===== config.mk =====
export PLATFORM = sky130hd
export DESIGN_NAME = imu_fall_detector_core
export DESIGN_NICKNAME = d
export VERILOG_FILES = /design/src/sv/ifd_pkg.sv /design/src/sv/ifd_isqrt.sv /design/src/sv/ifd_cordic.sv /design/src/sv/ifd_dp.sv /design/src/sv/ifd_ctrl.sv /design/src/sv/imu_fall_detector_core.sv
export SDC_FILE = /design/constraint.sdc
export NUM_CORES = 2
export LEC_CHECK = 0
export ABC_AREA = 1
export BUFFER_PORTS_ARGS = -buffer_cell sky130_fd_sc_hd__buf_2
export CAP_MARGIN = 20
export CELL_PAD_IN_SITES_DETAIL_PLACEMENT = 0
export CELL_PAD_IN_SITES_GLOBAL_PLACEMENT = 1
export CORE_MARGIN = 1
export CORE_UTILIZATION = 35
export CTS_CLUSTER_DIAMETER = 150
export DETAILED_ROUTE_END_ITERATION = 8
export HOLD_SLACK_MARGIN = 0.03
export PLACE_DENSITY_LB_ADDON = 0.1
export SLEW_MARGIN = 15
export SYNTH_ARGS = -nofsm -noshare
export SYNTH_HDL_FRONTEND = slang
export SYNTH_SLANG_ARGS = --single-unit

===== constraint.sdc =====
create_clock -name clk -period 13.2 [get_ports clk]
set_clock_uncertainty 0.2 [all_clocks]
set_input_delay 1.98 -clock clk [delete_from_list [all_inputs] [get_ports clk]]
set_output_delay 1.98 -clock clk [all_outputs]
set_load 0.005 [all_outputs]

===== src/sv/ifd_pkg.sv =====
// shared types, codes and tables for the imu fall detector
`default_nettype none
package ifd_pkg;

  // multiply-accumulate operand pairs
  localparam logic [3:0] MAC_AX  = 4'd0;
  localparam logic [3:0] MAC_AY  = 4'd1;
  localparam logic [3:0] MAC_AZ  = 4'd2;
  localparam logic [3:0] MAC_GX  = 4'd3;
  localparam logic [3:0] MAC_GY  = 4'd4;
  localparam logic [3:0] MAC_GZ  = 4'd5;
  localparam logic [3:0] MAC_LP  = 4'd6;
  localparam logic [3:0] MAC_LPA = 4'd7;
  localparam logic [3:0] MAC_PI  = 4'd8;
  localparam logic [3:0] MAC_RO  = 4'd9;
  localparam logic [3:0] MAC_BL  = 4'd10;
  localparam logic [3:0] MAC_BT  = 4'd11;

  // square root operand and destination
  localparam logic [1:0] ROOT_ACCEL = 2'd0;
  localparam logic [1:0] ROOT_GYRO  = 2'd1;
  localparam logic [1:0] ROOT_YZ    = 2'd2;
  localparam logic [1:0] ROOT_TILT  = 2'd3;

  localparam logic CORD_PITCH = 1'b0;
  localparam logic CORD_ROLL  = 1'b1;

  localparam logic [1:0] CANCEL_NONE        = 2'd0;
  localparam logic [1:0] CANCEL_MOTION      = 2'd1;
  localparam logic [1:0] CANCEL_SLOW_ROT    = 2'd2;
  localparam logic [1:0] CANCEL_SMALL_ANGLE = 2'd3;

  // register map
  localparam logic [2:0] REG_FREEFALL     = 3'd0;
  localparam logic [2:0] REG_IMPACT       = 3'd1;
  localparam logic [2:0] REG_IMPACT_AFTER = 3'd2;
  localparam logic [2:0] REG_PEAK_ROT     = 3'd3;
  localparam logic [2:0] REG_ANGLE_CHANGE = 3'd4;
  localparam logic [2:0] REG_ACCEL_SWING  = 3'd5;
  localparam logic [2:0] REG_ANGLE_SWING  = 3'd6;

  localparam int ROOT_IN_W  = 48;
  localparam int ROOT_OUT_W = 24;
  localparam int CORD_W     = 28;
  localparam int ANGLE_Z_W  = 25;

  typedef struct packed {
    logic [15:0] freefall_level;
    logic [15:0] impact_level;
    logic [15:0] impact_after_freefall_level;
    logic [15:0] peak_rotation_level;
    logic [14:0] angle_change_level;
    logic [15:0] accel_swing_limit;
    logic [14:0] angle_swing_limit;
  } cfg_t;

  typedef struct packed {
    logic       in_load;
    logic       mac_en;
    logic       acc_clr;
    logic [3:0] mac_sel;
    logic       root_start;
    logic [1:0] root_sel;
    logic       cord_start;
    logic       cord_sel;
    logic       lp_write;
    logic       decide;
  } cmd_t;

  typedef struct packed {
    logic root_done;
    logic cord_done;
    logic out_free;
  } stat_t;

  // atan(2^-i) in 1/65536 degree
  function automatic logic [21:0] atan_step(input logic [4:0] idx);
    case (idx)
      5'd0:  return 22'd2949120;
      5'd1:  return 22'd1740967;
      5'd2:  return 22'd919879;
      5'd3:  return 22'd466945;
      5'd4:  return 22'd234379;
      5'd5:  return 22'd117304;
      5'd6:  return 22'd58666;
      5'd7:  return 22'd29335;
      5'd8:  return 22'd14668;
      5'd9:  return 22'd7334;
      5'd10: return 22'd3667;
      5'd11: return 22'd1833;
      5'd12: return 22'd917;
      5'd13: return 22'd458;
      5'd14: return 22'd229;
      5'd15: return 22'd115;
      5'd16: return 22'd57;
      5'd17: return 22'd29;
      5'd18: return 22'd14;
      5'd19: return 22'd7;
      5'd20: return 22'd4;
      5'd21: return 22'd2;
      5'd22: return 22'd1;
      default: return 22'd0;
    endcase
  endfunction

endpackage
`default_nettype wire


===== src/sv/ifd_isqrt.sv =====
// serial floor square root, one result bit per cycle
`default_nettype none
module ifd_isqrt import ifd_pkg::*; (
  input  wire logic                  clk,
  input  wire logic                  rst,
  input  wire logic                  start,
  input  wire logic [ROOT_IN_W-1:0]  radicand,
  output logic                       done,
  output logic [ROOT_OUT_W-1:0]      root
);

  logic [ROOT_IN_W-1:0] rem;
  logic [ROOT_IN_W-1:0] res;
  logic [ROOT_IN_W-1:0] bitm;
  logic [ROOT_IN_W-1:0] trial;
  logic [4:0]           cnt;
  logic                 run;

  assign trial = res + bitm;
  assign root  = res[ROOT_OUT_W-1:0];

  always_ff @(posedge clk) begin
    if (rst) begin
      run  <= 1'b0;
      done <= 1'b0;
    end else begin
      done <= 1'b0;
      if (start) begin
        run <= 1'b1;
      end else if (run && cnt == 5'(ROOT_OUT_W - 1)) begin
        run  <= 1'b0;
        done <= 1'b1;
      end
    end
  end

  always_ff @(posedge clk) begin
    if (start) begin
      rem  <= radicand;
      res  <= '0;
      bitm <= {2'b01, {(ROOT_IN_W-2){1'b0}}};
      cnt  <= '0;
    end else if (run) begin
      if (rem >= trial) begin
        rem <= rem - trial;
        res <= (res >> 1) + bitm;
      end else begin
        res <= res >> 1;
      end
      bitm <= bitm >> 2;
      cnt  <= cnt + 5'd1;
    end
  end

endmodule
`default_nettype wire


===== src/sv/ifd_cordic.sv =====
// vectoring cordic atan2, one rotation per cycle, result in 1/128 degree
`default_nettype none
module ifd_cordic import ifd_pkg::*; #(
  parameter int STEPS = 16
) (
  input  wire logic                     clk,
  input  wire logic                     rst,
  input  wire logic                     start,
  input  wire logic signed [CORD_W-1:0] y_in,
  input  wire logic signed [CORD_W-1:0] x_in,
  output logic                          done,
  output logic signed [15:0]            angle
);

  logic signed [CORD_W-1:0]    x;
  logic signed [CORD_W-1:0]    y;
  logic signed [ANGLE_Z_W-1:0] z;
  logic signed [CORD_W-1:0]    xs;
  logic signed [CORD_W-1:0]    ys;
  logic signed [ANGLE_Z_W-1:0] step;
  logic [ANGLE_Z_W-1:0]        mag;
  logic [ANGLE_Z_W-1:0]        rnd;
  logic [4:0]                  i;
  logic                        run;
  logic                        zero;

  assign xs   = x >>> i;
  assign ys   = y >>> i;
  assign step = $signed({3'b000, atan_step(i)});

  // round half away from zero from 1/65536 to 1/128 degree
  assign mag   = z[ANGLE_Z_W-1] ? 25'(-z) : 25'(z);
  assign rnd   = (mag + 25'd256) >> 9;
  assign angle = zero ? 16'sd0 :
                 (z[ANGLE_Z_W-1] ? -$signed(rnd[15:0]) : $signed(rnd[15:0]));

  always_ff @(posedge clk) begin
    if (rst) begin
      run  <= 1'b0;
      done <= 1'b0;
    end else begin
      done <= 1'b0;
      if (start) begin
        run <= 1'b1;
      end else if (run && i == 5'(STEPS - 1)) begin
        run  <= 1'b0;
        done <= 1'b1;
      end
    end
  end

  always_ff @(posedge clk) begin
    if (start) begin
      zero <= (x_in == '0) && (y_in == '0);
      i    <= '0;
      // fold the left half plane by a quarter turn
      if (x_in < 0) begin
        if (y_in >= 0) begin
          x <= y_in;
          y <= -x_in;
          z <= 25'sd5898240;
        end else begin
          x <= -y_in;
          y <= x_in;
          z <= -25'sd5898240;
        end
      end else begin
        x <= x_in;
        y <= y_in;
        z <= '0;
      end
    end else if (run) begin
      if (y > 0) begin
        x <= x + ys;
        y <= y - xs;
        z <= z + step;
      end else begin
        x <= x - ys;
        y <= y + xs;
        z <= z - step;
      end
      i <= i + 5'd1;
    end
  end

endmodule
`default_nettype wire


===== src/sv/ifd_dp.sv =====
// datapath: sample registers, shared multiplier, root and cordic units, decision logic
`default_nettype none
module ifd_dp import ifd_pkg::*; #(
  parameter int PEAK_WINDOW_MS   = 500,
  parameter int DECIDE_MS        = 2500,
  parameter int FREEFALL_HOLD_MS = 1000,
  parameter int CORDIC_STEPS     = 16
) (
  input  wire logic               clk,
  input  wire logic               rst,
  input  wire cmd_t               cmd,
  output stat_t                   stat,
  input  wire cfg_t               cfg,
  input  wire logic signed [15:0] accel_x,
  input  wire logic signed [15:0] accel_y,
  input  wire logic signed [15:0] accel_z,
  input  wire logic signed [15:0] gyro_x,
  input  wire logic signed [15:0] gyro_y,
  input  wire logic signed [15:0] gyro_z,
  input  wire logic [31:0]        time_ms,
  input  wire logic               manual_mode,
  input  wire logic               clear_alarm,
  output logic                    out_valid,
  input  wire logic               out_stall,
  output logic                    fall_confirmed,
  output logic                    fall_event,
  output logic                    impact_active,
  output logic                    freefall_active,
  output logic                    immobile,
  output logic [15:0]             filtered_accel,
  output logic [14:0]             tilt_angle,
  output logic [14:0]             baseline_angle,
  output logic [1:0]              cancel_reason
);

  // captured sample
  logic signed [15:0] ax, ay, az, gx, gy, gz;
  logic [31:0]        now;
  logic               manual_r;
  logic               clr_r;

  // per-sample intermediates
  logic [15:0]           accel;
  logic [15:0]           gyro;
  logic [ROOT_OUT_W-1:0] yz;
  logic signed [15:0]    pitch;
  logic signed [15:0]    roll;
  logic [14:0]           tilt;
  logic [33:0]           acc;

  // detector state
  logic [15:0] lp;
  logic [14:0] baseline;
  logic [15:0] rotation_peak;
  logic [15:0] sa_max, sa_min;
  logic [14:0] sg_max, sg_min;
  logic        swing_tracking, impact_pending, fall_latched, freefall_seen;
  logic [31:0] freefall_stamp, impact_stamp;

  logic signed [17:0] ma, mb;
  logic signed [35:0] prod;
  logic [33:0]        lp_sum;

  logic [ROOT_IN_W-1:0]  radicand;
  logic                  root_done;
  logic [ROOT_OUT_W-1:0] root;
  logic signed [CORD_W-1:0] cy, cx;
  logic                  cord_done;
  logic signed [15:0]    cord_angle;

  // decision values
  logic        lat, pend, trk, ffs, evt, still, quiet;
  logic [31:0] ffst, imst, dt;
  logic [15:0] peak, amax, amin, ga;
  logic [14:0] gmax, gmin, gb, bl, diff;
  logic [1:0]  cancel;
  logic [33:0] bl_sum;

  always_comb begin
    case (cmd.mac_sel)
      MAC_AX:  begin ma = 18'(ax);    mb = 18'(ax);    end
      MAC_AY:  begin ma = 18'(ay);    mb = 18'(ay);    end
      MAC_AZ:  begin ma = 18'(az);    mb = 18'(az);    end
      MAC_GX:  begin ma = 18'(gx);    mb = 18'(gx);    end
      MAC_GY:  begin ma = 18'(gy);    mb = 18'(gy);    end
      MAC_GZ:  begin ma = 18'(gz);    mb = 18'(gz);    end
      MAC_LP:  begin ma = 18'sd55706; mb = $signed({2'b00, lp});    end
      MAC_LPA: begin ma = 18'sd9830;  mb = $signed({2'b00, accel}); end
      MAC_PI:  begin ma = 18'(pitch); mb = 18'(pitch); end
      MAC_RO:  begin ma = 18'(roll);  mb = 18'(roll);  end
      MAC_BL:  begin ma = 18'sd62259; mb = $signed({3'b000, baseline}); end
      MAC_BT:  begin ma = 18'sd3277;  mb = $signed({3'b000, tilt});     end
      default: begin ma = '0;         mb = '0;         end
    endcase
  end

  assign prod   = ma * mb;
  assign lp_sum = acc + 34'd32768;
  assign bl_sum = acc + 34'd32768;

  assign radicand = (cmd.root_sel == ROOT_YZ) ? {acc[31:0], 16'h0000}
                                              : {16'h0000, acc[31:0]};

  ifd_isqrt u_isqrt (
    .clk      (clk),
    .rst      (rst),
    .start    (cmd.root_start),
    .radicand (radicand),
    .done     (root_done),
    .root     (root)
  );

  always_comb begin
    if (cmd.cord_sel == CORD_PITCH) begin
      cy = -CORD_W'($signed({ax, 8'h00}));
      cx = $signed({{(CORD_W-ROOT_OUT_W){1'b0}}, yz});
    end else begin
      cy = CORD_W'($signed({ay, 8'h00}));
      cx = CORD_W'($signed({az, 8'h00}));
    end
  end

  ifd_cordic #(
    .STEPS (CORDIC_STEPS)
  ) u_cordic (
    .clk   (clk),
    .rst   (rst),
    .start (cmd.cord_start),
    .y_in  (cy),
    .x_in  (cx),
    .done  (cord_done),
    .angle (cord_angle)
  );

  assign stat.root_done = root_done;
  assign stat.cord_done = cord_done;
  assign stat.out_free  = !out_valid || !out_stall;

  always_ff @(posedge clk) begin
    if (cmd.in_load) begin
      ax       <= accel_x;
      ay       <= accel_y;
      az       <= accel_z;
      gx       <= gyro_x;
      gy       <= gyro_y;
      gz       <= gyro_z;
      now      <= time_ms;
      manual_r <= manual_mode;
      clr_r    <= clear_alarm;
    end
    if (cmd.mac_en) begin
      acc <= (cmd.acc_clr ? 34'd0 : acc) + prod[33:0];
    end
    if (root_done) begin
      case (cmd.root_sel)
        ROOT_ACCEL: accel <= root[15:0];
        ROOT_GYRO:  gyro  <= root[15:0];
        ROOT_YZ:    yz    <= root;
        default:    tilt  <= (root > 24'd32767) ? 15'd32767 : root[14:0];
      endcase
    end
    if (cord_done) begin
      if (cmd.cord_sel == CORD_PITCH) begin
        pitch <= cord_angle;
      end else begin
        roll <= cord_angle;
      end
    end
  end

  // one sample's decision, in program order
  always_comb begin
    lat    = fall_latched   & ~clr_r;
    pend   = impact_pending & ~clr_r;
    trk    = swing_tracking & ~clr_r;
    ffs    = freefall_seen;
    ffst   = freefall_stamp;
    imst   = impact_stamp;
    peak   = rotation_peak;
    amax   = sa_max;
    amin   = sa_min;
    gmax   = sg_max;
    gmin   = sg_min;
    bl     = baseline;
    evt    = 1'b0;
    cancel = CANCEL_NONE;
    dt     = '0;
    ga     = '0;
    gb     = '0;
    quiet  = 1'b0;
    diff   = '0;

    if (!pend && !lat && accel > 16'd6553 && accel < 16'd9831 && gyro < 16'd3275) begin
      bl = bl_sum[30:16];
    end

    still = !manual_r && lp > 16'd7536 && lp < 16'd8848 && !pend && !lat;

    if (!lat) begin
      if (accel < cfg.freefall_level) begin
        ffs  = 1'b1;
        ffst = now;
      end
      if (ffs && (now - ffst) > 32'(FREEFALL_HOLD_MS)) begin
        ffs = 1'b0;
      end
      if (!pend && (accel > cfg.impact_level ||
                    (ffs && accel > cfg.impact_after_freefall_level))) begin
        pend = 1'b1;
        imst = now;
        ffs  = 1'b0;
        peak = gyro;
        trk  = 1'b0;
      end
    end

    if (pend && !lat) begin
      dt = now - imst;
      if (dt <= 32'(PEAK_WINDOW_MS) && gyro > peak) begin
        peak = gyro;
      end
      if (dt > 32'(PEAK_WINDOW_MS) && !trk) begin
        trk  = 1'b1;
        amax = lp;
        amin = lp;
        gmax = tilt;
        gmin = tilt;
      end
      if (trk) begin
        if (lp > amax) amax = lp;
        if (lp < amin) amin = lp;
        if (tilt > gmax) gmax = tilt;
        if (tilt < gmin) gmin = tilt;
      end
      if (dt > 32'(DECIDE_MS)) begin
        ga    = (amax > amin) ? amax - amin : 16'd0;
        gb    = (gmax > gmin) ? gmax - gmin : 15'd0;
        quiet = ga < cfg.accel_swing_limit && gb < cfg.angle_swing_limit &&
                lp > 16'd5734 && lp < 16'd10650;
        diff  = (tilt > bl) ? tilt - bl : bl - tilt;
        if (!quiet) begin
          cancel = CANCEL_MOTION;
        end else if (peak <= cfg.peak_rotation_level) begin
          cancel = CANCEL_SLOW_ROT;
        end else if (diff > cfg.angle_change_level) begin
          lat = 1'b1;
          evt = 1'b1;
        end else begin
          cancel = CANCEL_SMALL_ANGLE;
        end
        if (cancel != CANCEL_NONE) begin
          pend = 1'b0;
        end
      end
    end
  end

  always_ff @(posedge clk) begin
    if (rst) begin
      lp             <= 16'd8192;
      baseline       <= '0;
      rotation_peak  <= '0;
      sa_max         <= '0;
      sa_min         <= '0;
      sg_max         <= '0;
      sg_min         <= '0;
      swing_tracking <= 1'b0;
      impact_pending <= 1'b0;
      fall_latched   <= 1'b0;
      freefall_seen  <= 1'b0;
      freefall_stamp <= '0;
      impact_stamp   <= '0;
      out_valid      <= 1'b0;
    end else begin
      if (cmd.lp_write) begin
        lp <= lp_sum[31:16];
      end
      if (out_valid && !out_stall) begin
        out_valid <= 1'b0;
      end
      if (cmd.decide) begin
        baseline       <= bl;
        rotation_peak  <= peak;
        sa_max         <= amax;
        sa_min         <= amin;
        sg_max         <= gmax;
        sg_min         <= gmin;
        swing_tracking <= trk;
        impact_pending <= pend;
        fall_latched   <= lat;
        freefall_seen  <= ffs;
        freefall_stamp <= ffst;
        impact_stamp   <= imst;
        out_valid      <= 1'b1;
      end
    end
  end

  always_ff @(posedge clk) begin
    if (cmd.decide) begin
      fall_confirmed  <= lat;
      fall_event      <= evt;
      impact_active   <= pend;
      freefall_active <= ffs;
      immobile        <= still;
      filtered_accel  <= lp;
      tilt_angle      <= tilt;
      baseline_angle  <= bl;
      cancel_reason   <= cancel;
    end
  end

endmodule
`default_nettype wire


===== src/sv/ifd_ctrl.sv =====
// controller: steps one sample through the datapath
`default_nettype none
module ifd_ctrl import ifd_pkg::*; (
  input  wire logic  clk,
  input  wire logic  rst,
  input  wire logic  in_valid,
  output logic       in_stall,
  output cmd_t       cmd,
  input  wire stat_t stat
);

  localparam logic [4:0] P_IDLE = 5'd0;
  localparam logic [4:0] P_AX   = 5'd1;
  localparam logic [4:0] P_AY   = 5'd2;
  localparam logic [4:0] P_AZ   = 5'd3;
  localparam logic [4:0] P_RA   = 5'd4;
  localparam logic [4:0] P_GX   = 5'd5;
  localparam logic [4:0] P_GY   = 5'd6;
  localparam logic [4:0] P_GZ   = 5'd7;
  localparam logic [4:0] P_RG   = 5'd8;
  localparam logic [4:0] P_YY   = 5'd9;
  localparam logic [4:0] P_YZ   = 5'd10;
  localparam logic [4:0] P_RY   = 5'd11;
  localparam logic [4:0] P_L1   = 5'd12;
  localparam logic [4:0] P_L2   = 5'd13;
  localparam logic [4:0] P_LW   = 5'd14;
  localparam logic [4:0] P_CP   = 5'd15;
  localparam logic [4:0] P_CR   = 5'd16;
  localparam logic [4:0] P_T1   = 5'd17;
  localparam logic [4:0] P_T2   = 5'd18;
  localparam logic [4:0] P_RT   = 5'd19;
  localparam logic [4:0] P_B1   = 5'd20;
  localparam logic [4:0] P_B2   = 5'd21;
  localparam logic [4:0] P_DEC  = 5'd22;

  logic [4:0] pc;
  logic [4:0] pc_next;
  logic       armed;
  logic       armed_next;

  assign in_stall = (pc != P_IDLE);

  always_comb begin
    cmd        = '0;
    pc_next    = pc;
    armed_next = armed;
    unique case (pc)
      P_IDLE: begin
        cmd.in_load = in_valid;
        if (in_valid) pc_next = P_AX;
      end
      P_AX: begin
        cmd.mac_en = 1'b1; cmd.acc_clr = 1'b1; cmd.mac_sel = MAC_AX; pc_next = P_AY;
      end
      P_AY: begin cmd.mac_en = 1'b1; cmd.mac_sel = MAC_AY; pc_next = P_AZ; end
      P_AZ: begin cmd.mac_en = 1'b1; cmd.mac_sel = MAC_AZ; pc_next = P_RA; end
      P_GX: begin
        cmd.mac_en = 1'b1; cmd.acc_clr = 1'b1; cmd.mac_sel = MAC_GX; pc_next = P_GY;
      end
      P_GY: begin cmd.mac_en = 1'b1; cmd.mac_sel = MAC_GY; pc_next = P_GZ; end
      P_GZ: begin cmd.mac_en = 1'b1; cmd.mac_sel = MAC_GZ; pc_next = P_RG; end
      P_YY: begin
        cmd.mac_en = 1'b1; cmd.acc_clr = 1'b1; cmd.mac_sel = MAC_AY; pc_next = P_YZ;
      end
      P_YZ: begin cmd.mac_en = 1'b1; cmd.mac_sel = MAC_AZ; pc_next = P_RY; end
      P_L1: begin
        cmd.mac_en = 1'b1; cmd.acc_clr = 1'b1; cmd.mac_sel = MAC_LP; pc_next = P_L2;
      end
      P_L2: begin cmd.mac_en = 1'b1; cmd.mac_sel = MAC_LPA; pc_next = P_LW; end
      P_LW: begin cmd.lp_write = 1'b1; pc_next = P_CP; end
      P_T1: begin
        cmd.mac_en = 1'b1; cmd.acc_clr = 1'b1; cmd.mac_sel = MAC_PI; pc_next = P_T2;
      end
      P_T2: begin cmd.mac_en = 1'b1; cmd.mac_sel = MAC_RO; pc_next = P_RT; end
      P_B1: begin
        cmd.mac_en = 1'b1; cmd.acc_clr = 1'b1; cmd.mac_sel = MAC_BL; pc_next = P_B2;
      end
      P_B2: begin cmd.mac_en = 1'b1; cmd.mac_sel = MAC_BT; pc_next = P_DEC; end
      P_RA, P_RG, P_RY, P_RT: begin
        unique case (pc)
          P_RA:    cmd.root_sel = ROOT_ACCEL;
          P_RG:    cmd.root_sel = ROOT_GYRO;
          P_RY:    cmd.root_sel = ROOT_YZ;
          default: cmd.root_sel = ROOT_TILT;
        endcase
        cmd.root_start = !armed;
        armed_next     = 1'b1;
        if (stat.root_done) begin
          armed_next = 1'b0;
          unique case (pc)
            P_RA:    pc_next = P_GX;
            P_RG:    pc_next = P_YY;
            P_RY:    pc_next = P_L1;
            default: pc_next = P_B1;
          endcase
        end
      end
      P_CP, P_CR: begin
        cmd.cord_sel   = (pc == P_CR) ? CORD_ROLL : CORD_PITCH;
        cmd.cord_start = !armed;
        armed_next     = 1'b1;
        if (stat.cord_done) begin
          armed_next = 1'b0;
          pc_next    = (pc == P_CR) ? P_T1 : P_CR;
        end
      end
      P_DEC: begin
        // wait for the result register to be free
        cmd.decide = stat.out_free;
        if (stat.out_free) pc_next = P_IDLE;
      end
      default: pc_next = P_IDLE;
    endcase
  end

  always_ff @(posedge clk) begin
    if (rst) begin
      pc    <= P_IDLE;
      armed <= 1'b0;
    end else begin
      pc    <= pc_next;
      armed <= armed_next;
    end
  end

`ifndef SYNTHESIS
  a_root_not_instant: assert property (@(posedge clk) disable iff (rst)
    cmd.root_start |=> !stat.root_done)
    else $error("square root finished one cycle after start");

  a_root_done_where: assert property (@(posedge clk) disable iff (rst)
    stat.root_done |-> (pc == P_RA || pc == P_RG || pc == P_RY || pc == P_RT))
    else $error("square root result outside a root step");

  a_cord_done_where: assert property (@(posedge clk) disable iff (rst)
    stat.cord_done |-> (pc == P_CP || pc == P_CR))
    else $error("cordic result outside an angle step");

  a_dec_holds: assert property (@(posedge clk) disable iff (rst)
    (pc == P_DEC && !stat.out_free) |=> (pc == P_DEC))
    else $error("decision left while result register full");
`endif

endmodule
`default_nettype wire


===== src/sv/imu_fall_detector_core.sv =====
// top level of the imu fall detector: register port, controller and datapath
//
//  channel  | handshake             | contents
//  ---------+-----------------------+---------------------------------------------
//  sample   | in_valid / in_stall   | accel, gyro, time_ms, manual_mode, clear_alarm
//  result   | out_valid / out_stall | flags, filtered_accel, angles, cancel_reason
//  config   | psel/penable/pwrite   | seven threshold registers at 4*index
//
// one sample at a time; the time from transfer to result is set by the serial
// square root unit (one bit per cycle, four roots per sample) and the two cordic
// passes (one rotation per cycle).
// a new sample is taken while a finished result waits; the last step holds
// until the result register is free. reset is synchronous and loads the
// register defaults and the detector state.
`default_nettype none
module imu_fall_detector_core import ifd_pkg::*; #(
  parameter int PEAK_WINDOW_MS   = 500,
  parameter int DECIDE_MS        = 2500,
  parameter int FREEFALL_HOLD_MS = 1000,
  parameter int CORDIC_STEPS     = 16
) (
  input  wire logic               clk,
  input  wire logic               rst,
  input  wire logic               in_valid,
  output logic                    in_stall,
  input  wire logic signed [15:0] accel_x,
  input  wire logic signed [15:0] accel_y,
  input  wire logic signed [15:0] accel_z,
  input  wire logic signed [15:0] gyro_x,
  input  wire logic signed [15:0] gyro_y,
  input  wire logic signed [15:0] gyro_z,
  input  wire logic [31:0]        time_ms,
  input  wire logic               manual_mode,
  input  wire logic               clear_alarm,
  output logic                    out_valid,
  input  wire logic               out_stall,
  output logic                    fall_confirmed,
  output logic                    fall_event,
  output logic                    impact_active,
  output logic                    freefall_active,
  output logic                    immobile,
  output logic [15:0]             filtered_accel,
  output logic [14:0]             tilt_angle,
  output logic [14:0]             baseline_angle,
  output logic [1:0]              cancel_reason,
  input  wire logic               psel,
  input  wire logic               penable,
  input  wire logic               pwrite,
  input  wire logic [4:0]         paddr,
  input  wire logic [31:0]        pwdata,
  output logic [31:0]             prdata,
  output logic                    pready
);

  cfg_t       cfg;
  cmd_t       cmd;
  stat_t      stat;
  logic [2:0] reg_idx;

  assign pready  = 1'b1;
  assign reg_idx = paddr[4:2];

  always_ff @(posedge clk) begin
    if (rst) begin
      cfg.freefall_level              <= 16'd3277;
      cfg.impact_level                <= 16'd20480;
      cfg.impact_after_freefall_level <= 16'd16384;
      cfg.peak_rotation_level         <= 16'd9825;
      cfg.angle_change_level          <= 15'd3840;
      cfg.accel_swing_limit           <= 16'd12288;
      cfg.angle_swing_limit           <= 15'd7680;
    end else if (psel && penable && pwrite) begin
      unique case (reg_idx)
        REG_FREEFALL:     cfg.freefall_level              <= pwdata[15:0];
        REG_IMPACT:       cfg.impact_level                <= pwdata[15:0];
        REG_IMPACT_AFTER: cfg.impact_after_freefall_level <= pwdata[15:0];
        REG_PEAK_ROT:     cfg.peak_rotation_level         <= pwdata[15:0];
        REG_ANGLE_CHANGE: cfg.angle_change_level          <= pwdata[14:0];
        REG_ACCEL_SWING:  cfg.accel_swing_limit           <= pwdata[15:0];
        REG_ANGLE_SWING:  cfg.angle_swing_limit           <= pwdata[14:0];
        default: ;
      endcase
    end
  end

  always_comb begin
    unique case (reg_idx)
      REG_FREEFALL:     prdata = {16'h0000, cfg.freefall_level};
      REG_IMPACT:       prdata = {16'h0000, cfg.impact_level};
      REG_IMPACT_AFTER: prdata = {16'h0000, cfg.impact_after_freefall_level};
      REG_PEAK_ROT:     prdata = {16'h0000, cfg.peak_rotation_level};
      REG_ANGLE_CHANGE: prdata = {17'h00000, cfg.angle_change_level};
      REG_ACCEL_SWING:  prdata = {16'h0000, cfg.accel_swing_limit};
      REG_ANGLE_SWING:  prdata = {17'h00000, cfg.angle_swing_limit};
      default:          prdata = '0;
    endcase
  end

  ifd_ctrl u_ctrl (
    .clk      (clk),
    .rst      (rst),
    .in_valid (in_valid),
    .in_stall (in_stall),
    .cmd      (cmd),
    .stat     (stat)
  );

  ifd_dp #(
    .PEAK_WINDOW_MS   (PEAK_WINDOW_MS),
    .DECIDE_MS        (DECIDE_MS),
    .FREEFALL_HOLD_MS (FREEFALL_HOLD_MS),
    .CORDIC_STEPS     (CORDIC_STEPS)
  ) u_dp (
    .clk             (clk),
    .rst             (rst),
    .cmd             (cmd),
    .stat            (stat),
    .cfg             (cfg),
    .accel_x         (accel_x),
    .accel_y         (accel_y),
    .accel_z         (accel_z),
    .gyro_x          (gyro_x),
    .gyro_y          (gyro_y),
    .gyro_z          (gyro_z),
    .time_ms         (time_ms),
    .manual_mode     (manual_mode),
    .clear_alarm     (clear_alarm),
    .out_valid       (out_valid),
    .out_stall       (out_stall),
    .fall_confirmed  (fall_confirmed),
    .fall_event      (fall_event),
    .impact_active   (impact_active),
    .freefall_active (freefall_active),
    .immobile        (immobile),
    .filtered_accel  (filtered_accel),
    .tilt_angle      (tilt_angle),
    .baseline_angle  (baseline_angle),
    .cancel_reason   (cancel_reason)
  );

endmodule
`default_nettype wire


==> implementation parameters <==
Parameter                              Value

Synthesis
  Biggest area contributors in the synthesized netlist    sky130_fd_sc_hd__edfxtp_1 18%, sky130_fd_sc_hd__dfxtp_1 11%, sky130_fd_sc_hd__ha_1 10%
  Leading cell types by count after synthesis    1763 x sky130_fd_sc_hd__nand2_1, 1714 x sky130_fd_sc_hd__inv_1, 830 x sky130_fd_sc_hd__a21oi_1
  Largest area contributor in the netlist    sky130_fd_sc_hd__edfxtp_1
  Mean post-synth cell area    7.597 um2
  Most instantiated flip-flop cell in the synthesis netlist    sky130_fd_sc_hd__edfxtp_1
  Total of flip-flops plus latches after synthesis    850
  Most frequent cell after synthesis    sky130_fd_sc_hd__nand2_1
  Number of enable flip-flop cells after synthesis    around 450
  Post-Syn Area    73710 um2
  Number of distinct library cell variants in the gate-level netlist after synthesis    71
  Synth Instances    9702
  Async set-reset flop share out of synthesis    0%
  Share of the yosys chip area belonging to registers    29.17%
  YS warnings    0
  Synth top area share    18.25%

CTS
  Buffer cell driving the clock tree root    sky130_fd_sc_hd__clkbuf_16
  Clock buffer depth    3
  Clock tree sinks    850
  TritonCTS clock tree    done
  CTS buffer count    110
  Number of buffers inserted for hold repair after clock tree synthesis    0
  Depth of the CTS H-tree    3
  Worst skew pair latency    ~0.80 ns
  Clock-pin transition on the worst setup and hold timing paths    0.06 ns

Drt
  Final routed DRC violation total    0
  Avg Vias per Cell    5.181
  Post-route ant nets    0
  DR iter-0 viols    4850
  Routed wire length    between 200 and 300 mm
  Routed vias    69390
  Drt wl/cell    21.64 um
  DRT Pass-1 Iters    6

Final layout
  Final Core Density    a little over two fifths
  Fraction of layout instances using a drive strength above 1    15.03%
  NumNets Final    11590
  Area added between synthesis and finish    20.23%

STA
  Crit path setup slack, layout    -0.5617 ns
  Max-slew violations    0
  Post-route clock period utilization    104.3%
  Final Hold Vio Count    0
  Relative slew slack    24.29%
  Min Clock Period, post-route    13.76 ns
  Final setup vio count    7
  Transition at the pin with the smallest max-transition slack    about 1.1 ns
  Unrepaired setup endpoints after global routing    yes
  Fmax    0.07267 GHz
  Post-Route Setup TNS    -3.736 ns
  Minimum hold slack    approximately 0.26 ns

Global route
  Sum of overflow across all layers after global routing    0
  Largest net degree at the start of global routing    139
  Global router's overall resource usage    26.76%
  Via count of the first global-routing pass    67400
  Global-route wire length before repair    427.5 mm
  Number of antenna violations at the first check in global routing    15

Floorplan
  Row count    168
  Initial Utilization    35.21%
  Number of primary I/O pins    262
  Area of the placeable core    209400 um2
  Horiz. Die Dim    around 460 um
  Area enclosed by the die boundary    212400 um2
  Height of the chip    460.9 um

Worst setup path
  Critical path class    flop to flop
  Slack of the worst reg-to-reg path    -0.56 ns
  CP endpoint kind    flop
  Type of element launching the critical path    flop
  Slowest stage delay, CP    0.41 ns
  Dominant cell type by count on the critical path    sky130_fd_sc_hd__nand2_1
  Data required time at the worst endpoint    13.71 ns
  Slowest cell on the critical path    sky130_fd_sc_hd__edfxtp_1
  Maximum fanout along the worst path    7
  Worst path arrival time    14.27 ns

Placed design
  Total half-perimeter wirelength after legalization and detailed placement    226.4 mm
  Count of buffers from port buffering    226
  Final estimated routing congestion in global placement    0.9480
  Worst setup timing slack at the placement stage    -1.459 ns

Hold path
  Path type of the worst min-delay path    flop to flop

Run status
  Violations in the final reports    negative setup slack
  Run status    finished, violations left

Flow run
  Maximum capacitance violations    0
## routing by layer
layer | GRT usage (%) | share of wire (%) | up-vias
met5 | 0 | 0.0045 | -
met4 | 9.010 | 3.7 | 2
met3 | 2.507 | 4.5 | 361
met2 | 44.95 | 47 | 1660
met1 | 35.81 | 45 | 33590
li1 | - | - | 33780
## area by class of cell
class	count	area, um2
fill	21720	120700
multi-input combinational	6774	45970
sequential	850	21500
timing repair buffer	996	7237
inverter	1755	6616
tap	2805	3510
clock buffer	143	3010
clock inverter	65	753.2
antenna	4	10.01
timing repair inverter	1	8.758
## through the flow
step,instances,area (um2)
after floorplan,9717,73910
after global placement,13080,82260
after detailed placement,13080,82260
after CTS,13350,87480
after global routing,13390,88610
final,13390,88620
## sequential cells by signal, summed over array words and instances (netlist names), 22 cells and up
name / flops
cfg: 110
u_dp.u_isqrt.rem: 48
u_dp.u_isqrt.res: 48
u_dp.acc: 32
u_dp.freefall_stamp: 32
u_dp.impact_stamp: 32
u_dp.now: 32
u_dp.u_cordic.x: 28
u_dp.u_cordic.y: 28
u_dp.u_cordic.z: 25
u_dp.u_isqrt.bitm: 24
u_dp.yz: 24
u_dp.u_cordic.step: 22
## worst paths after layout
check                           cells after the start                     end              startpoint
worst max-delay path                              109       u_dp.fall_latched          u_dp.accel[10]
worst min-delay path                                2  u_dp.rotation_peak[15]  u_dp.rotation_peak[15]
worst max register to register                    109       u_dp.fall_latched          u_dp.accel[10]
worst min register to register                      2  u_dp.rotation_peak[15]  u_dp.rotation_peak[15]
## timing repair
| item | 4_1_cts | 5_1_grt |
|---|---|---|
| pin swaps | 73 | 95 |
| endpoints found under the hold margin | 0 | 0 |
| buffers inserted | 61 | 36 |
| gates resized for setup | 231 | 165 |
| gates cloned | 6 | 2 |
| setup endpoints to repair | 7 | 7 |
## placed cells by master (no fill, tap or decap), types with 34 or more instances in the layout
| master | instances |
|---|---|
| sky130_fd_sc_hd__clkbuf_16 | 115 |
| sky130_fd_sc_hd__buf_2 | 225 |
| sky130_fd_sc_hd__o22ai_1 | 87 |
| sky130_fd_sc_hd__o21a_1 | 45 |
| sky130_fd_sc_hd__o221ai_1 | 51 |
| sky130_fd_sc_hd__a21oi_1 | 777 |
| sky130_fd_sc_hd__inv_1 | 1695 |
| sky130_fd_sc_hd__o21ai_1 | 47 |
| sky130_fd_sc_hd__edfxtp_1 | 448 |
| sky130_fd_sc_hd__ha_1 | 567 |
| sky130_fd_sc_hd__xor2_1 | 212 |
| sky130_fd_sc_hd__nand2_2 | 55 |
| sky130_fd_sc_hd__xnor2_1 | 138 |
| sky130_fd_sc_hd__o21bai_1 | 34 |
| sky130_fd_sc_hd__a31oi_1 | 56 |
| sky130_fd_sc_hd__dfxtp_1 | 400 |
| sky130_fd_sc_hd__nor3_1 | 112 |
| sky130_fd_sc_hd__o211ai_1 | 140 |
| sky130_fd_sc_hd__a211oi_1 | 41 |
| sky130_fd_sc_hd__buf_4 | 743 |
| sky130_fd_sc_hd__nand2_1 | 1715 |
| sky130_fd_sc_hd__mux2i_1 | 100 |
| sky130_fd_sc_hd__nand4_1 | 99 |
| sky130_fd_sc_hd__o21ai_0 | 689 |
| sky130_fd_sc_hd__nand3_1 | 317 |
| sky130_fd_sc_hd__a21oi_2 | 45 |
| sky130_fd_sc_hd__nor2_1 | 586 |
| sky130_fd_sc_hd__or2_2 | 45 |
| sky130_fd_sc_hd__fa_1 | 327 |
## worst max-delay path: cells and delay by family (launching register included)
kind	cells	cell delay, ns
multiplexers	1	0.19
XOR/XNOR	1	0.14
flip-flops	1	0.41
AO/OA/AOI/OAI	25	3.48
buffers and inverters	21	1.88
adder cells (fa/ha/maj)	6	1.62
AND/OR/NAND/NOR	55	5.69
## cells by family (layout without fill, tap and decap cells)
kind of cell | Yosys count | count (layout) | synth area share [%]
AND/OR/NAND/NOR | 3132 | 3133 | 17.86
multiplexers | 111 | 111 | 1.507
other | 2 | 21 | 0.01019
adder cells (fa/ha/maj) | 923 | 923 | 19.02
XOR/XNOR | 350 | 350 | 4.159
flip-flops | 850 | 850 | 29.17
AO/OA/AOI/OAI | 2240 | 2240 | 17.45
buffers and inverters | 2094 | 2960 | 10.83
Power is not shown: default switching activity piles up to over one toggle a cycle in this logic, so the estimate is an artifact.
